[config.mk]
export PLATFORM = sky130hd
export DESIGN_NAME = rsc_back
export DESIGN_NICKNAME = d
export VERILOG_FILES = /design/src/hw/rtl/rsc_pkg.sv /design/src/hw/rtl/rsc_back.sv
export SDC_FILE = /design/constraint.sdc
export NUM_CORES = 1
export LEC_CHECK = 0
export BUFFER_PORTS_ARGS = -buffer_cell sky130_fd_sc_hd__buf_2
export CELL_PAD_IN_SITES_DETAIL_PLACEMENT = 1
export CELL_PAD_IN_SITES_GLOBAL_PLACEMENT = 1
export CORE_ASPECT_RATIO = 1.25
export CORE_MARGIN = 4
export CORE_UTILIZATION = 35
export CTS_BUF_LIST = sky130_fd_sc_hd__clkbuf_4 sky130_fd_sc_hd__clkbuf_8
export CTS_CLUSTER_SIZE = 12
export DETAILED_ROUTE_END_ITERATION = 16
export PLACE_DENSITY_LB_ADDON = 0.05
export SYNTH_ARGS = -nofsm -noshare
export SYNTH_HDL_FRONTEND = slang
export SYNTH_SLANG_ARGS = --single-unit
[constraint.sdc]
create_clock -name aclk -period 5.8 [get_ports aclk]
set_input_delay 1.16 -clock aclk [delete_from_list [all_inputs] [get_ports aclk]]
set_output_delay 1.16 -clock aclk [all_outputs]
set_load 0.02 [all_outputs]
[src/hw/rtl/rsc_pkg.sv]
// shared types and constants of the cross sharpen filter
package rsc_pkg;

    localparam int MAX_WIDTH      = 1024;
    localparam int MAX_HEIGHT     = 4096;
    localparam int COL_W          = $clog2(MAX_WIDTH);
    localparam int ROW_W          = $clog2(MAX_HEIGHT);
    localparam int CH_W           = 8;
    localparam int WIDTH_FIELD_W  = 11;
    localparam int HEIGHT_FIELD_W = 13;
    localparam int CFG_DATA_W     = 13;
    localparam int CFG_INDEX_W    = 1;
    localparam int S_TDATA_W      = 24;
    localparam int M_TDATA_W      = 48;
    localparam int QUEUE_DEPTH    = 4;
    localparam int QPTR_W         = $clog2(QUEUE_DEPTH);

    localparam int WIDTH_RESET    = 640;
    localparam int HEIGHT_RESET   = 480;

    typedef enum logic [CFG_INDEX_W-1:0] {
        CFG_FRAME_WIDTH  = 1'b0,
        CFG_FRAME_HEIGHT = 1'b1
    } cfg_reg_t;

    typedef enum logic {
        BK_FIRST,
        BK_SECOND
    } back_state_t;

    // red in the lowest byte
    typedef struct packed {
        logic [CH_W-1:0] blue;
        logic [CH_W-1:0] green;
        logic [CH_W-1:0] red;
    } pixel_t;

    typedef struct packed {
        logic [ROW_W-1:0] row;          // row of the input pixel
        logic [COL_W-1:0] col;
        logic             has_above;    // a result for the row above is due
        logic             above_border; // that result is a border pixel
        logic             has_own;      // last row: own black border result
        logic             own_last;     // own result closes the frame
    } meta_t;

    typedef struct packed {
        meta_t  meta;
        pixel_t ctr;
        pixel_t up;
        pixel_t rt;
        pixel_t px;
    } entry_t;

endpackage

[src/hw/rtl/rsc_back.sv]
// back end: sharpen arithmetic, result sequencing and output register
module rsc_back (
    input  logic                              aclk,
    input  logic                              aresetn,
    input  logic                              head_valid,
    input  rsc_pkg::entry_t                   head_entry,
    output logic                              pop,
    output logic                              m_tvalid,
    input  logic                              m_tready,
    output logic [rsc_pkg::M_TDATA_W-1:0]     m_tdata,
    output logic                              m_tlast
);

    rsc_pkg::back_state_t              state_reg, state_next;
    rsc_pkg::pixel_t                   prev_ctr_reg;
    logic                              m_valid_reg, m_valid_next;
    logic [rsc_pkg::M_TDATA_W-1:0]     m_data_reg;
    logic                              m_last_reg;
    logic                              emit_above, emit_own, emits, out_free, fire, last;
    rsc_pkg::pixel_t                   res_px;
    logic [rsc_pkg::ROW_W-1:0]         res_row;
    logic                              res_done;
    logic [rsc_pkg::M_TDATA_W-1:0]     res_data;

    // 5*c - u - l - r - p, clamped to 0..255
    function automatic logic [7:0] sharpen(input logic [7:0] c, input logic [7:0] u,
                                           input logic [7:0] l, input logic [7:0] r,
                                           input logic [7:0] p);
        logic [11:0] pos;
        logic [11:0] neg;
        logic [11:0] diff;
        pos  = {2'b00, c, 2'b00} + {4'b0000, c};
        neg  = {4'b0000, u} + {4'b0000, l} + {4'b0000, r} + {4'b0000, p};
        diff = pos - neg;
        if (diff[11]) begin
            return 8'd0;
        end else if (diff[10:8] != 3'b000) begin
            return 8'hFF;
        end else begin
            return diff[7:0];
        end
    endfunction

    always_comb begin
        emit_above = (state_reg == rsc_pkg::BK_FIRST) && head_entry.meta.has_above;
        emit_own   = !emit_above && head_entry.meta.has_own;
        emits      = emit_above || emit_own;
        out_free   = !m_valid_reg || m_tready;
        fire       = head_valid && (!emits || out_free);
        last       = !emit_above || !head_entry.meta.has_own;
        pop        = fire && last;

        state_next = state_reg;
        if (fire) begin
            state_next = last ? rsc_pkg::BK_FIRST : rsc_pkg::BK_SECOND;
        end

        res_px   = '0;
        res_row  = head_entry.meta.row;
        res_done = 1'b0;
        if (emit_above) begin
            res_row = head_entry.meta.row - rsc_pkg::ROW_W'(1);
            if (!head_entry.meta.above_border) begin
                res_px.red   = sharpen(head_entry.ctr.red, head_entry.up.red,
                                       prev_ctr_reg.red, head_entry.rt.red,
                                       head_entry.px.red);
                res_px.green = sharpen(head_entry.ctr.green, head_entry.up.green,
                                       prev_ctr_reg.green, head_entry.rt.green,
                                       head_entry.px.green);
                res_px.blue  = sharpen(head_entry.ctr.blue, head_entry.up.blue,
                                       prev_ctr_reg.blue, head_entry.rt.blue,
                                       head_entry.px.blue);
            end
        end else begin
            res_done = head_entry.meta.own_last;
        end
        res_data = {2'b00, head_entry.meta.col, res_row, res_px};

        m_valid_next = (fire && emits) ? 1'b1 : (m_tready ? 1'b0 : m_valid_reg);
    end

    always_ff @(posedge aclk) begin
        if (!aresetn) begin
            state_reg   <= rsc_pkg::BK_FIRST;
            m_valid_reg <= 1'b0;
        end else begin
            state_reg   <= state_next;
            m_valid_reg <= m_valid_next;
        end
    end

    always_ff @(posedge aclk) begin
        if (fire && emits) begin
            m_data_reg <= res_data;
            m_last_reg <= res_done;
        end
        // left neighbour of the next column is this beat's centre
        if (pop) begin
            prev_ctr_reg <= head_entry.ctr;
        end
    end

    assign m_tvalid = m_valid_reg;
    assign m_tdata  = m_data_reg;
    assign m_tlast  = m_last_reg;

endmodule

# ---- After elaboration in Yosys (flattened, before gate mapping)
# Cells that the tools add are included.
dict set report totals {
  regBits 73
  in_bits 126
  elab_cells 55
}
dict set report classes {
  n_addsub 16
  n_mux 7
  bitwise 2
  reduce_logical 20
}
# operator n
set ops {}
lappend ops {{adder 10 x 8 -> 11 bit} 6}
lappend ops {{subtractor 11 x 11 -> 12 bit} 3}
lappend ops {{adder 9 x 8 -> 10 bit} 3}
lappend ops {{adder 8 x 8 -> 9 bit} 3}
lappend ops {{2-to-1 mux 8 bit} 3}
lappend ops {{2-to-1 mux 12 bit} 1}
lappend ops {{subtractor 12 x 1 -> 12 bit (second input constant)} 1}
lappend ops {{nonzero test 3 bit} 3}
lappend ops {{OR reduction 3 bit} 3}
lappend ops {{logical AND 1 bit} 5}
lappend ops {{logical NOT 1 bit} 4}
lappend ops {{logical OR 1 bit} 4}
lappend ops {{2-to-1 mux 1 bit} 3}
lappend ops {{NOT 1 bit} 2}
lappend ops {{nonzero test 2 bit} 1}

# ---- Depth between registers and ports, before layout
dict set report logic_depth {
  depth_word 10
  depth_mapped 14
  mapped_depth_nobuf 14
}

# ---- Worst setup path before layout
# No wires, ideal clock.
dict set report synth_timing {
  path_kind {input -> output}
  from {input port head_entry[99] (netlist bit)}
  to {output port pop}
  t_arrival_ns 3.613
  t_required_ns 4.640
  path_slack_ns 1.027
  cell_stages 3
  path_buffers 0
  path_cell_list {nand2b_1 -> nand2_1 -> a21boi_0}
}
dict set report synth_via {
  elab_chain_len 8
  word_cells_on_any_way 9
  classes_between {reduce/logical (9)}
}
# element line_no
set synth_lines {}
lappend synth_lines {{start, declared} rsc_back.sv:6} ;# input rsc_pkg::entry_t head_entry,
lappend synth_lines {{logical AND 1 bit *} rsc_back.sv:45} ;# emit_above = (state_reg == rsc_pkg::BK_FIRST) && head_entry.meta.has_above;
lappend synth_lines {{logical NOT 1 bit} {rsc_back.sv:46, rsc_back.sv:50}}
lappend synth_lines {{logical AND 1 bit} rsc_back.sv:46} ;# emit_own = !emit_above && head_entry.meta.has_own;
lappend synth_lines {{logical OR 1 bit} rsc_back.sv:47} ;# emits = emit_above || emit_own;
lappend synth_lines {{logical NOT 1 bit} rsc_back.sv:49} ;# fire = head_valid && (!emits || out_free);
lappend synth_lines {{logical OR 1 bit} rsc_back.sv:49}
lappend synth_lines {{logical AND 1 bit} rsc_back.sv:49}
lappend synth_lines {{logical AND 1 bit *} rsc_back.sv:51} ;# pop = fire && last;
lappend synth_lines {{end, declared} rsc_back.sv:7} ;# output logic pop,
# Every way passes the cells marked *; elsewhere a longest branch is shown, timed or not.

# ---- Worst setup path after layout
dict set report layout_timing {
  from {input port head_entry[82] (netlist bit)}
  to {register m_data_reg, in the netlist m_tdata[14] (data pin)}
}
dict set report layout_via {
  elab_chain_len 4
  word_cells_on_any_way 5
  classes_between {add/sub (2); mux (1); reduce/logical (2)}
}
# element line_no
set layout_lines {}
lappend layout_lines {{adder 10 x 8 -> 11 bit *} rsc_back.sv:32} ;# pos = {2'b00, c, 2'b00} + {4'b0000, c};
lappend layout_lines {{subtractor 11 x 11 -> 12 bit *} rsc_back.sv:34} ;# diff = pos - neg;
lappend layout_lines {{nonzero test 3 bit} rsc_back.sv:37} ;# end else if (diff[10:8] != 3'b000) begin
lappend layout_lines {{2-to-1 mux 8 bit} rsc_back.sv:37}
lappend layout_lines {{end signal, assigned} rsc_back.sv:94} ;# m_data_reg <= res_data;
lappend layout_lines {{end, declared} rsc_back.sv:17} ;# logic [rsc_pkg::M_TDATA_W-1:0] m_data_reg;
# Marked as above.
# A chain may end at the register's enable or synchronous reset.

==> flow_summary_export.csv <==
group,metric,value,unit
pwr,power_leakage,4.13,nW
die,rows,57,
worst_setup_path,startpoint,"head_entry[82]",
clock_network,cts.sinks,73,
logic_synthesis,synth_top_area_share,0.310,
die,die_h,165,um
die,start_util,0.354,
die,dieArea,22000,um^2
clock_network,clk_pin_slew,90,ps
clock_network,cts-root-buf,"clkbuf_8",
layout,diodes,0,
logic_synthesis,avgSynthCellArea,10.7,um^2
grt,grt_usage,0.151,
worst_setup_path,required,5890,ps
die,core,19400,um^2
sta,fmax,215,MHz
detailed_routing,routed_wl,16.0,mm
sta,finalMaxSlewViolations,0,
grt,grt_pass1_wl,26.7,mm
place,portBuffers,174,
logic_synthesis,ys_seq_area_frac,0.316,
logic_synthesis,synth_edf_count,71,
sta,max_slew_margin,0.655,
logic_synthesis,netlist_top_cells_area,"edfxtp_1 (31%), fa_1 (26%), inv_1 (10%)",
sta,worst_slew_pin_slew,516,ps
min_path,min_from,"state_reg",
logic_synthesis,ys_ff_latch,73,
logic_synthesis,synth_cells,640,
worst_setup_path,cp.arrival,4750,ps
sta,rsz0062_at_grt,"no",
logic_synthesis,synth-async-reset-ratio,0,
layout,area.growth.synth_to_final,20.2,%
detailed_routing,drt-pass1-iter-count,4,
pwr,ir_drop,171,uV
place,hpwlAfterDp,13.7,mm
sta,period_needed,4660,ps
pwr,power_density,365,nW/um^2
min_path,hold_path.class,"flop to flop",
clock_network,htreeDepth,3,
sta,fin_skew,17.9,ps
clock_network,cts_buffer_depth,2,
detailed_routing,vias_per_cell,4.59,
place,pre_cts_ws,752,ps
layout,layout.nets,1082,
logic_synthesis,yosysWarnings,0,
die,ioPinCount,177,
sta,setup_violations,0,
clock_network,postCtsSetupBuffers,0,
worst_setup_path,path_max_fanout,8,
detailed_routing,drc,0,
layout,largest_reg_flops,46,
logic_synthesis,synth_area_leader_cell,"edfxtp_1",
pwr,fin_total_pwr,3.02,mW
clock_network,cts_resized,0,
detailed_routing,post_drt_wl_per_cell,14.7,um
detailed_routing,vias,5000,
sta,hold_viol_final,0,
place,post_dp_cell_area,8060,um^2
layout,stdcell_area,8260,um^2
grt,grt_start_max_net_pins,35,
sta,final.setup.tns,0,ps
worst_setup_path,reg2reg_depth,13,
layout,layout-drive-gt1-share,0.250,
detailed_routing,drt_iter0_markers,140,
clock_network,cts_buffers,9,
logic_synthesis,ys_types,58,
min_path,min_delay_path_depth,2,
worst_setup_path,end_kind,"flop",
clock_network,ctsHoldBuffers,0,
clock_network,clock_latency,370,ps
clock_network,cts_tree,"done",
sta,layout_setup_ws,1140,ps
grt,antenna_found_initial,0,
worst_setup_path,critPathLaunchType,"primary input",
sta,finalCritPeriodShare,0.803,
grt,overflow,0,
grt,grt_pass1_vias,5653,
detailed_routing,antenna_left,0,
die,die_w,133,um
logic_synthesis,syn_area,6870,um^2
worst_setup_path,r2r_start,"prev_ctr_reg[9]",
logic_synthesis,synth_flop_cell,"edfxtp_1",
run,cap_violations,0,
worst_setup_path,crit_type,"primary input to flop",
place,finalWeightedCongestion,0.735,
outcome,status,"finished clean",
==> placed cells by master (no fill, tap or decap), types with 3 or more instances in the layout <==
master and instances:
xnor2_1 17, nand2b_1 5, and3_1 8, o21ai_0 14
clkbuf_8 9, nor2_1 20, o21a_1 12, nor4_1 5
inv_1 184, a21o_1 11, fa_1 90, o21bai_1 4
nand4_1 3, a211o_1 3, ha_1 46, clkinv_4 3
mux2i_1 4, nand2_1 23, nor3_1 6, nor2b_1 3
edfxtp_1 71, xor2_1 16, a211oi_1 5, nand3_1 5
buf_2 174, a21oi_1 36
==> power breakdown <==
part	total, mW	internal (mW)	leakage, nW	switching (mW)
registers	0.640	0.630	0.706	0.0103
logic	1.95	0.816	3.32	1.13
clock network	0.431	0.203	0.102	0.228
total	3.02	1.65	4.13	1.37
==> cells in the mapped netlist, types with 3 or more instances <==
| library cell | count |
|---|---|
| a211o_1 | 3 |
| a211oi_1 | 5 |
| a21o_1 | 11 |
| a21oi_1 | 37 |
| and3_1 | 8 |
| edfxtp_1 | 71 |
| fa_1 | 90 |
| ha_1 | 46 |
| inv_1 | 184 |
| mux2i_1 | 4 |
| nand2_1 | 23 |
| nand2b_1 | 5 |
| nand3_1 | 5 |
| nand4_1 | 3 |
| nor2_1 | 20 |
| nor2b_1 | 3 |
| nor3_1 | 6 |
| nor4_1 | 5 |
| o21a_1 | 12 |
| o21ai_0 | 14 |
| o21bai_1 | 4 |
| xnor2_1 | 17 |
| xor2_1 | 16 |
==> critical path, stage by stage <==
cell and delay [ps]:
buf_2 110, inv_1 60, fa_1 490, inv_1 50, fa_1 520, inv_1 50, fa_1 470, inv_1 40
ha_1 340, a21o_1 190, a221oi_2 400, mux2i_1 230, o211ai_1 150, a211oi_4 340, a21oi_1 140
==> kinds of logic (layout without fill, tap and decap cells) <==
| family | count (synthesis) | after routing | share of synthesized area |
|---|---|---|---|
| XOR/XNOR | 33 | 33 | 0.0421 |
| multiplexers | 5 | 5 | 0.00746 |
| AND/OR/NAND/NOR | 87 | 87 | 0.0641 |
| other | 1 | 2 | 0.000546 |
| adder cells (fa/ha/maj) | 136 | 136 | 0.346 |
| AO/OA/AOI/OAI | 113 | 113 | 0.115 |
| flip-flops | 73 | 73 | 0.316 |
| buffers and inverters | 192 | 376 | 0.109 |
==> final timing paths <==
path | to | slack, ps
worst max register to register | m_tdata[14] | 1720
worst max-delay path | m_tdata[14] | 1140
worst min register to register | state_reg | 490
worst min-delay path | state_reg | 490
==> through the flow <==
stage                     hold slack, ps  utilization  cells
after floorplan                      449            -    641
after global placement               464        0.416   1074
after detailed placement             486        0.416   1074
after CTS                            497        0.426   1090
after global routing                 558        0.426   1090
final                                491        0.426   1090
==> cell type report <==
cell class                      instances  area, um^2
Clock buffer                            9         124
Fill cell                            2264       11100
Sequential cell                        73        2170
Clock inverter                          7        77.6
Tap cell                              265         332
Multi-Input combinational cell        376        3980
Timing Repair Buffer                  176         886
Inverter                              184         691
==> metal layers <==
metal / up-vias / wire length, um / track usage
li1: 2408 / - / -
met1: 2459 / 6410 / 0.175
met2: 120 / 8620 / 0.284
met3: 13 / 768 / 0.0277
met4: 0 / 225 / 0.0477
met5: - / 0 / 0
(Power assumes the default switching activity.)
