## src/hw/rtl/rsc_pkg.sv

```systemverilog
// shared types and constants of the cross sharpen filter
package rsc_pkg;

    localparam int MAX_WIDTH      = 1024;
    localparam int MAX_HEIGHT     = 4096;
    localparam int COL_W          = $clog2(MAX_WIDTH);
    localparam int ROW_W          = $clog2(MAX_HEIGHT);
    localparam int CH_W           = 8;
    localparam int WIDTH_FIELD_W  = 11;
    localparam int HEIGHT_FIELD_W = 13;
    localparam int CFG_DATA_W     = 13;
    localparam int CFG_INDEX_W    = 1;
    localparam int S_TDATA_W      = 24;
    localparam int M_TDATA_W      = 48;
    localparam int QUEUE_DEPTH    = 4;
    localparam int QPTR_W         = $clog2(QUEUE_DEPTH);

    localparam int WIDTH_RESET    = 640;
    localparam int HEIGHT_RESET   = 480;

    typedef enum logic [CFG_INDEX_W-1:0] {
        CFG_FRAME_WIDTH  = 1'b0,
        CFG_FRAME_HEIGHT = 1'b1
    } cfg_reg_t;

    typedef enum logic {
        BK_FIRST,
        BK_SECOND
    } back_state_t;

    // red in the lowest byte
    typedef struct packed {
        logic [CH_W-1:0] blue;
        logic [CH_W-1:0] green;
        logic [CH_W-1:0] red;
    } pixel_t;

    typedef struct packed {
        logic [ROW_W-1:0] row;          // row of the input pixel
        logic [COL_W-1:0] col;
        logic             has_above;    // a result for the row above is due
        logic             above_border; // that result is a border pixel
        logic             has_own;      // last row: own black border result
        logic             own_last;     // own result closes the frame
    } meta_t;

    typedef struct packed {
        meta_t  meta;
        pixel_t ctr;
        pixel_t up;
        pixel_t rt;
        pixel_t px;
    } entry_t;

endpackage

```

## src/hw/rtl/rsc_fifo.sv

```systemverilog
// short queue between the front end and the back end
module rsc_fifo (
    input  logic            aclk,
    input  logic            aresetn,
    input  logic            push,
    input  rsc_pkg::entry_t push_entry,
    output logic            full,
    input  logic            pop,
    output logic            head_valid,
    output rsc_pkg::entry_t head_entry
);

    rsc_pkg::entry_t             q_mem [rsc_pkg::QUEUE_DEPTH];
    logic [rsc_pkg::QPTR_W-1:0]  wr_ptr_reg, rd_ptr_reg;
    logic [rsc_pkg::QPTR_W:0]    count_reg, count_next;

    assign full       = (count_reg == (rsc_pkg::QPTR_W+1)'(rsc_pkg::QUEUE_DEPTH));
    assign head_valid = (count_reg != '0);
    assign head_entry = q_mem[rd_ptr_reg];

    always_comb begin
        count_next = count_reg;
        if (push && !pop) begin
            count_next = count_reg + (rsc_pkg::QPTR_W+1)'(1);
        end else if (pop && !push) begin
            count_next = count_reg - (rsc_pkg::QPTR_W+1)'(1);
        end
    end

    always_ff @(posedge aclk) begin
        if (!aresetn) begin
            wr_ptr_reg <= '0;
            rd_ptr_reg <= '0;
            count_reg  <= '0;
        end else begin
            count_reg <= count_next;
            if (push) begin
                wr_ptr_reg <= wr_ptr_reg + rsc_pkg::QPTR_W'(1);
            end
            if (pop) begin
                rd_ptr_reg <= rd_ptr_reg + rsc_pkg::QPTR_W'(1);
            end
        end
    end

    always_ff @(posedge aclk) begin
        if (push) begin
            q_mem[wr_ptr_reg] <= push_entry;
        end
    end

endmodule

```

## config.mk

```make
export PLATFORM = sky130hd
export DESIGN_NAME = rsc_fifo
export DESIGN_NICKNAME = d
export VERILOG_FILES = /design/src/hw/rtl/rsc_pkg.sv /design/src/hw/rtl/rsc_fifo.sv
export SDC_FILE = /design/constraint.sdc
export NUM_CORES = 1
export LEC_CHECK = 0
export BUFFER_PORTS_ARGS = -buffer_cell sky130_fd_sc_hd__clkbuf_2
export CAP_MARGIN = 20
export CORE_MARGIN = 2
export CORE_UTILIZATION = 35
export DETAILED_ROUTE_END_ITERATION = 12
export PLACE_DENSITY = 0.53
export SLEW_MARGIN = 25
export SYNTH_ARGS = -nofsm -noshare
export SYNTH_HDL_FRONTEND = slang
export SYNTH_SLANG_ARGS = --single-unit
```

## constraint.sdc

```tcl
create_clock -name aclk -period 7.2 [get_ports aclk]
set_input_delay 0 -clock aclk [delete_from_list [all_inputs] [get_ports aclk]]
set_output_delay 0 -clock aclk [all_outputs]
set_load 0.02 [all_outputs]
```

# --- Word level (Yosys, flattened, before mapping) ---
# Memories as Yosys holds them, arrays and structs flattened. A register that Yosys moved wholly into a read port is not among the register bits.
# Index checks and enable logic that the tools add are counted.
op_classes:
  add_sub_neg: 4
  eq_ne: 1
  n_mux: 6
  reduce_logical: 6
op_table:
  columns: ["op", "n"]
  rows:
  - ["$mux W3", 2]
  - ["$add A2 B1 Y2 const B", 2]
  - ["$mux W2", 2]
  - ["$add A3 B1 Y3 const B", 1]
  - ["$eq A3 B3 Y1 const B", 1]
  - ["$reduce_bool A3 Y1", 1]
  - ["$sub A3 B1 Y3 const B", 1]
  - ["$logic_and A1 B1 Y1", 2]
  - ["$logic_not A1 Y1", 2]
  - ["$mux W1", 2]
  - ["$reduce_bool A2 Y1", 1]
totals:
  reg_bits: 7
  ramBits: 488
  inputBits: 126
  out_inout_bits: 124
  elab_cells: 21
  n_memories: 1
mem_list:
  columns: ["memory", "depth", "word_bits", "read_ports", "rd_clocked_by_memory_dff", "wr", "line", "text"]
  rows:
  - ["q_mem", 4, 122, 1, 1, 1, "rsc_fifo.sv:13", "rsc_pkg::entry_t q_mem [rsc_pkg::QUEUE_DEPTH];"]

# --- Logic depth before layout (Yosys ltp) ---
# Gate-level depths: netlist (run 1).
logic_depth:
  ltp_word: 4
  mapped_depth: 7
  mapped_depth_nobuf: 7

# --- Worst setup path after synthesis (run 1) ---
# Ideal clock, no wire load.
synth_path:
  path_kind: "reg2reg"
  startpoint: "register wr_ptr_reg[0] in the netlist's numbering"
  endpoint: "memory q_mem[0][0] in the netlist's numbering (enable)"
  setup_time_ps: 495
  t_arrival_ps: 3344
  t_required_ps: 6705
  setup_slack_ps: 3361
  path_stages_with_launch: 4
  path_buffers: 0
  period_less_slack_ps: 3839
  path_cell_list: "dfxtp_1 -> inv_1 -> ha_1 -> and2_1"
synth_rtl:
  columns: ["element", "line", "text"]
  rows:
  - ["start, declared", "rsc_fifo.sv:14", "logic [rsc_pkg::QPTR_W-1:0] wr_ptr_reg, rd_ptr_reg;"]
  - ["start signal, assigned", "rsc_fifo.sv:38", "wr_ptr_reg <= wr_ptr_reg + rsc_pkg::QPTR_W'(1);"]
  - ["end, declared", "rsc_fifo.sv:13", null]
# Straight into the memory's write port.

==> results of run 1 <==
## worst reg2reg max path: cells and delay by family, from the launching register on
kind          cells  cell delay (ps)
fa+ha+maj         1              180
buf+inv           2             1450
flops             1              400
simple gates      1              410
## synth_stat cells
master / count / area share [%]
o21ai_0: 1 / 0.028
edfxtp_1: 488 / 81
nor3b_1: 1 / 0.042
fa_1: 1 / 0.11
clkbuf_1: 3 / 0.062
or3_1: 2 / 0.069
and2_1: 9 / 0.31
dfxtp_1: 9 / 1.0
buf_4: 2 / 0.083
mux2i_1: 2 / 0.11
mux4_2: 122 / 15
buf_6: 1 / 0.062
buf_8: 9 / 0.75
nor2b_1: 2 / 0.069
ha_1: 5 / 0.35
nand2_1: 1 / 0.021
a21boi_0: 1 / 0.042
xnor2_1: 2 / 0.097
buf_2: 13 / 0.36
xor2_1: 3 / 0.15
inv_1: 4 / 0.083
## cells by family (layout without fill, tap and decap cells)
kind of cell	count (synthesis)	in the layout	share of synthesized area [%]
flops	497	497	82.0
simple gates	15	15	0.512
mux	124	124	15.3
xor+xnor	5	5	0.242
other cells	0	6	0
buf+inv	32	487	1.40
fa+ha+maj	6	6	0.457
compound gates	2	2	0.0692
## through the flow
step	total power, mW	setup slack (ps)
floorplan	3.88	3360
global placement	4.13	4240
detailed placement	4.14	4240
CTS	6.91	3610
global route	7.06	3470
finish	6.80	3790
## metal layers
metal | routed length, um | part of all wire [%] | up-vias
met1 | 17200 | 45 | 4461
met4 | 667 | 1.8 | 12
met5 | 81 | 0.21 | -
li1 | - | - | 3784
met2 | 17600 | 46 | 242
met3 | 2550 | 6.7 | 63
## repair_timing
action / in CTS / in global routing
hold buffers: 126 / 0
setup endpoints to repair: 0 / 0
endpoints found under the hold margin: 504 / 0
## final timing paths
kind,start,end,slack [ps],depth (start not counted)
setup / recovery,register,head_entry[114],3790,4
hold / removal,push_entry[6],q_mem[2][6]$_DFFE_PP_,180,2
setup reg to reg,wr_ptr_reg[0]$_SDFFE_PN0P_,q_mem[1][71]$_DFFE_PP_,4300,4
hold reg to reg,count_reg[2]$_SDFFE_PN0P_,count_reg[2]$_SDFFE_PN0P_,510,2
## power by group through the flow
| stage | sequential [mW] | clock [mW] | combinational, mW |
|---|---|---|---|
| after floorplan | 3.42 | 0 | 0.456 |
| after global placement | 3.43 | 0 | 0.700 |
| after global routing | 3.38 | 2.87 | 0.798 |
| final | 3.37 | 2.69 | 0.741 |
| after detailed placement | 3.44 | 0 | 0.703 |
| after CTS | 3.38 | 2.77 | 0.765 |
## final cells by class
cell class,instances,area (um^2)
Fill cell,4406,28200
Sequential cell,497,14800
Multi-Input combinational cell,152,3010
Timing Repair Buffer,386,2590
Clock buffer,64,1370
Tap cell,680,851
Clock inverter,33,349
Inverter,4,15.0
Antenna cell,6,15.0
==> insert_results.sql, run 1 <==
INSERT INTO impl_metrics (metric_group, metric, value, unit) VALUES
('timing', 'skew', '18.0', 'ps'),
('grt', 'globalRouteMet3Util', '4.27', '%'),
('power', 'p_seq_share', '49.6', '%'),
('grt', 'top_usage_layer', 'met2', ''),
('place', 'detailed_place.area', '20000', 'um^2'),
('timing', 'number_of_failing_hold_endpoints_at_the_final_stage', '0', ''),
('route', 'routed_via_density', '4.70', ''),
('power', 'max-vdd-ir-drop', '164', 'uV'),
('run_status', 'status', 'complete, no violations', ''),
('finish', 'post_layout_nonfiller_instances', '1822', ''),
('worst_setup_path', 'path_common_cell', 'buf_4', ''),
('logic_synthesis', 'synth.yosys.warnings', '0', ''),
('timing', 'maxClockFrequency', '293', 'MHz'),
('timing', 'finalCriticalPeriod', '3410', 'ps'),
('place', 'gp_congestion', '0.678', ''),
('route', 'postRouteAntennaNets', '0', ''),
('finish', 'layout-drive-gt1-share', '40.8', '%'),
('cts', 'cts_inserted_buffers', '52', ''),
('worst_setup_path', 'worst-setup-path-type', 'reg2out', ''),
('finish', 'finish.net_count', '1225', ''),
('worst_setup_path', 'crit_path_max_incr_delay', '720', 'ps'),
('cts', 'worst_setup_hold_path_clk_slew', '60', 'ps'),
('worst_hold_path', 'hold_class', 'in2reg', ''),
('timing', 'rsz0062_at_grt', 'no', ''),
('worst_setup_path', 'critical_path.startpoint_type', 'register', ''),
('finish', 'final_util', '45.0', '%'),
('logic_synthesis', 'ys_ff_latch', '497', ''),
('flow_run', 'cap_violations', '0', ''),
('worst_setup_path', 'cp.required', '7200', 'ps'),
('floorplanning', 'number_of_top_level_design_ports', '250', ''),
('route', 'initialDrtViolationCount', '556', ''),
('cts', 'cts.repair.resized', '0', ''),
('floorplanning', 'floorplan.die.height', '231', 'um'),
('timing', 'setup-tns-final', '0', 'ps'),
('logic_synthesis', 'mappedNetlistNets', '813', ''),
('logic_synthesis', 'synthesis.instances', '681', ''),
('logic_synthesis', 'synth_cell_types', '21', ''),
('power', 'internal_power', '5.24', 'mW'),
('power', 'p_switching', '1.56', 'mW'),
('grt', 'grt_util_met1', '20.4', '%'),
('cts', 'cts.path.max_buffers', '3', ''),
('cts', 'worst_skew_pair_latency', '580', 'ps'),
('logic_synthesis', 'syn-cell-area', '18100', 'um^2'),
('logic_synthesis', 'postSynthAreaPerCell', '26.6', 'um^2'),
('finish', 'largest_register_ffs', '488', ''),
('place', 'post-dp-hpwl', '22600', 'um'),
('worst_setup_path', 'crit_chain', 'buf_4 -> buf_4 -> mux4_2 -> clkbuf_2', ''),
('power', 'power_per_cell_area', '295', 'nW/um^2'),
('grt', 'first_pass_grt_wire_length', '57200', 'um'),
('finish', 'area_growth', '27.4', '%'),
('route', 'finalWirelength', '38100', 'um'),
('timing', 'slew_viol_final', '0', ''),
('place', 'placedCellCount', '1593', ''),
('route', 'drcViolationCount', '0', ''),
('route', 'drtPass1Iterations', '5', ''),
('cts', 'tritoncts_num_sinks', '497', ''),
('floorplanning', 'initial_utilization', '35.3', '%'),
('floorplanning', 'core.rowCount', '83', ''),
('worst_setup_path', 'path_max_fanout', '35', ''),
('timing', 'final.period_utilization', '47.4', '%'),
('floorplanning', 'floorplan.die.width', '231', 'um'),
('grt', 'globalRouteOverflowTotal', '0', ''),
('place', 'buffer_ports.inserted', '249', ''),
('route', 'total_number_of_vias', '8562', ''),
('floorplanning', 'total_die_area', '53500', 'um^2'),
('logic_synthesis', 'synth.yosys.seq_area_share', '82.0', '%'),
('worst_setup_path', 'critical_path.n_buffers_inverters', '3', ''),
('grt', 'number_of_antenna_violations_at_the_first_check_in_global_routing', '12', ''),
('timing', 'tightestPinTransition', '1010', 'ps'),
('timing', 'timing.hold.ws', '176', 'ps'),
('power', 'swShare', '23.0', '%');
Note: power is estimated with default switching activity, not from simulation.
==> run 2: changes to the inputs <==
--- a/config.mk
+++ b/config.mk
@@ -5,12 +5,13 @@
 export SDC_FILE = /design/constraint.sdc
 export NUM_CORES = 1
 export LEC_CHECK = 0
+export ABC_AREA = 1
 export BUFFER_PORTS_ARGS = -buffer_cell sky130_fd_sc_hd__clkbuf_2
 export CAP_MARGIN = 20
 export CORE_MARGIN = 2
 export CORE_UTILIZATION = 35
 export DETAILED_ROUTE_END_ITERATION = 12
-export PLACE_DENSITY = 0.53
+export PLACE_DENSITY = 0.55
 export SLEW_MARGIN = 25
 export SYNTH_ARGS = -nofsm -noshare
 export SYNTH_HDL_FRONTEND = slang
==> constraint.sdc (replaced) <==
create_clock -name aclk -period 2.96 [get_ports aclk]
set_input_delay 0 -clock aclk [delete_from_list [all_inputs] [get_ports aclk]]
set_output_delay 0 -clock aclk [all_outputs]
set_load 0.02 [all_outputs]
==> run 2 against run 1 <==
Against the previous run: worst hold slack worse by 5.8 ps; die area up 2.1%; area after synthesis up 2.1%; register-to-register slack worse by 3400 ps; routed wire length up 13%; first-iteration DRC count up 45%; cell count up 28%; highest routed layer is now met4.
==> insert_results.sql, run 2 <==
INSERT INTO impl_metrics (metric_group, metric, value, unit) VALUES
('power', 'p_leak', '8.16', 'nW'),
('logic_synthesis', 'mappedNetlistNets', '1370', ''),
('worst_hold_path', 'hold_class', 'in2reg', ''),
('worst_setup_path', 'setup.worst_path.end_class', 'output port', ''),
('route', 'routed_via_density', '4.86', ''),
('timing', 'timing.hold.ws', '170', 'ps'),
('cts', 'cts_inserted_buffers', '51', ''),
('timing', 'postLayoutSetupSlackWorst', '288', 'ps'),
('timing', 'rsz0062_at_grt', 'no', ''),
('place', 'post-dp-hpwl', '23100', 'um'),
('timing', 'slew_headroom', '33.2', '%'),
('grt', 'first_pass_grt_wire_length', '64700', 'um'),
('grt', 'globalRouteOverflowTotal', '0', ''),
('power', 'combPwrFrac', '10.7', '%'),
('worst_setup_path', 'critPathSlowestCell', 'buf_16', ''),
('timing', 'setup-tns-final', '0', 'ps'),
('logic_synthesis', 'synthesis.instances', '1238', ''),
('finish', 'antenna_diode_count', '0', ''),
('route', 'total_number_of_vias', '11371', ''),
('route', 'post_drt_wl_per_cell', '18.4', 'um'),
('route', 'drtPass1Iterations', '4', ''),
('power', 'swShare', '24.1', '%'),
('run_status', 'status', 'complete, no violations', ''),
('cts', 'cts_tree', 'done', ''),
('finish', 'post_layout_nonfiller_instances', '2339', ''),
('grt', 'met2_usage', '25.5', '%'),
('finish', 'mostFrequentLayoutCells', '488 x edfxtp_1, 250 x nor2_1, 249 x clkbuf_2', ''),
('floorplanning', 'core.rowCount', '84', ''),
('timing', 'final.period_utilization', '90.3', '%'),
('place', 'placedCellCount', '2116', ''),
('logic_synthesis', 'post-synth-top-area-fraction', '79.3', '%'),
('grt', 'grt_pass1_vias', '11276', ''),
('finish', 'layout-drive-gt1-share', '21.3', '%'),
('place', 'gp_congestion', '0.713', ''),
('timing', 'tightestPinTransition', '1000', 'ps'),
('worst_setup_path', 'crit_path_max_incr_delay', '480', 'ps'),
('route', 'initialDrtViolationCount', '805', ''),
('cts', 'tritoncts_num_sinks', '497', ''),
('logic_synthesis', 'synth-main-ff-cell', 'edfxtp_1', ''),
('power', 'internal_power', '12.2', 'mW'),
('route', 'finalWirelength', '43000', 'um'),
('cts', 'ctsHtreeMaxLevel', '2', ''),
('cts', 'cts.repair.resized', '0', ''),
('floorplanning', 'total_die_area', '54600', 'um^2'),
('timing', 'finalCriticalPeriod', '2670', 'ps'),
('logic_synthesis', 'postSynthAreaPerCell', '14.9', 'um^2'),
('cts', 'cts.path.max_buffers', '3', ''),
('floorplanning', 'core-area', '52300', 'um^2'),
('logic_synthesis', 'post_synth_most_frequent_cells', '488 x edfxtp_1, 250 x nor2_1, 210 x o21ai_0', ''),
('finish', 'finish.net_count', '1741', ''),
('worst_setup_path', 'arrival', '2670', 'ps'),
('worst_setup_path', 'worst-setup-path-type', 'reg2out', ''),
('logic_synthesis', 'syn-cell-area', '18500', 'um^2'),
('grt', 'globalRouteMet3Util', '3.32', '%'),
('finish', 'final_util', '44.6', '%'),
('logic_synthesis', 'synth.yosys.warnings', '0', ''),
('power', 'power_per_cell_area', '690', 'nW/um^2'),
('logic_synthesis', 'yosysTopAreaCell', 'edfxtp_1', ''),
('cts', 'worst_skew_pair_latency', '580', 'ps'),
('finish', 'largest_register_ffs', '488', ''),
('place', 'detailed_place.area', '20400', 'um^2'),
('logic_synthesis', 'yosys.cell_count.top_type', 'edfxtp_1', ''),
('route', 'postRouteAntennaNets', '0', ''),
('floorplanning', 'initial_utilization', '35.3', '%'),
('worst_setup_path', 'path_max_fanout', '160', ''),
('worst_setup_path', 'crit_chain', 'buf_12 -> buf_16 -> o21ai_0 -> o22ai_1 -> clkbuf_2', ''),
('grt', 'grt_util_met1', '20.5', '%'),
('place', 'buffer_ports.inserted', '249', ''),
('place', 'pre_cts_slack', '809', 'ps'),
('power', 'p_switching', '3.87', 'mW'),
('grt', 'grt_start_max_net_pins', '245', ''),
('floorplanning', 'number_of_top_level_design_ports', '250', ''),
('logic_synthesis', 'synth_edf_count', '488', ''),
('finish', 'stdcell_area', '23300', 'um^2'),
('floorplanning', 'floorplan.die.height', '234', 'um'),
('grt', 'track_usage', '15.4', '%'),
('cts', 'root_buffer', 'clkbuf_16', ''),
('grt', 'number_of_antenna_violations_at_the_first_check_in_global_routing', '0', ''),
('logic_synthesis', 'synth.yosys.seq_area_share', '80.3', '%'),
('flow_run', 'cap_violations', '0', ''),
('finish', 'area_growth', '26.4', '%'),
('timing', 'skew', '5.25', 'ps'),
('logic_synthesis', 'synth.top_cells.by_area', 'edfxtp_1 79%, o21ai_0 5.7%, nor2_1 5.1%, o22ai_1 4.1%, o21ai_1 1.1%', ''),
('timing', 'maxClockFrequency', '374', 'MHz'),
('floorplanning', 'floorplan.die.width', '234', 'um'),
('cts', 'worst_setup_hold_path_clk_slew', '60', 'ps'),
('worst_setup_path', 'critical_path.startpoint_type', 'register', ''),
('timing', 'setup-violations-final', '0', ''),
('logic_synthesis', 'ys_ff_latch', '497', ''),
('power', 'design_power_total', '16.1', 'mW'),
('power', 'p_clk_share', '38.8', '%'),
('worst_setup_path', 'cp.required', '2960', 'ps'),
('finish', 'nFillCells', '4733', ''),
('route', 'drcViolationCount', '0', ''),
('power', 'max-vdd-ir-drop', '387', 'uV'),
('grt', 'top_usage_layer', 'met2', ''),
('timing', 'number_of_failing_hold_endpoints_at_the_final_stage', '0', ''),
('finish', 'layout.cells.most_common', 'edfxtp_1', ''),
('timing', 'slew_viol_final', '0', ''),
('logic_synthesis', 'async_reset_ff_share', '0', '%'),
('power', 'p_seq_share', '50.5', '%'),
('logic_synthesis', 'synth_cell_types', '20', '');
==> run 2: final timing paths <==
kind / from / end / slack [ps] / depth (start not counted)
worst min-delay path: push_entry[11] / q_mem[3][11]$_DFFE_PP_ / 170 / 2
worst max register to register: wr_ptr_reg[0]$_SDFFE_PN0P_ / q_mem[0][121]$_DFFE_PP_ / 860 / 5
worst min register to register: rd_ptr_reg[1]$_SDFFE_PN0P_ / register / 430 / 1
worst max-delay path: register / head_entry[26] / 290 / 5
==> run 2: area by class of cell <==
type | count | area (um^2) | area share, %
multi-input cells | 645 | 3110 | 13.3
clock buffers | 66 | 1360 | 5.84
inverters | 17 | 85.1 | 0.365
well taps | 688 | 861 | 3.69
clock inverters | 29 | 269 | 1.15
flip-flops and latches | 497 | 14800 | 63.6
repair buffers | 397 | 2810 | 12.0
==> run 2: power groups by stage <==
stage | sequential, mW | clock, mW | combinational (mW)
after global placement | 8.27 | 0 | 1.58
after global routing | 8.15 | 6.69 | 1.89
after floorplan | 8.26 | 0 | 0.955
after CTS | 8.13 | 6.42 | 1.75
after detailed placement | 8.28 | 0 | 1.60
final | 8.13 | 6.24 | 1.72
==> run 2: cells by family (layout without fill, tap and decap cells) <==
kind of cell               Yosys count  in the layout  share of synthesized area, %
buffers and inverters               96            509                          2.85
DFF                                497            497                          80.3
adders and majority gates            6              6                         0.447
and+or+nand+nor                    263            263                          5.37
AOI/OAI and AO/OA                  376            376                          11.0
==> run 2: routing by layer <==
layer | wire (um) | part of all wire (%) | vias up
met3 | 2140 | 5.0 | 68
met5 | 0 | 0 | -
li1 | - | - | 5424
met2 | 20700 | 48 | 257
met1 | 19300 | 45 | 5622
met4 | 908 | 2.1 | 0
==> run 2: critical path, delay by kind of cell (launching register included) <==
| kind | cells | cell delay [ps] |
|---|---|---|
| AOI/OAI and AO/OA | 2 | 540 |
| DFF | 1 | 380 |
| buffers and inverters | 3 | 1020 |
==> run 2: repair_timing <==
action / CTS / global route
hold endpoints to repair: 497 / 0
hold buffers: 127 / 0
setup buffers: 0 / 0
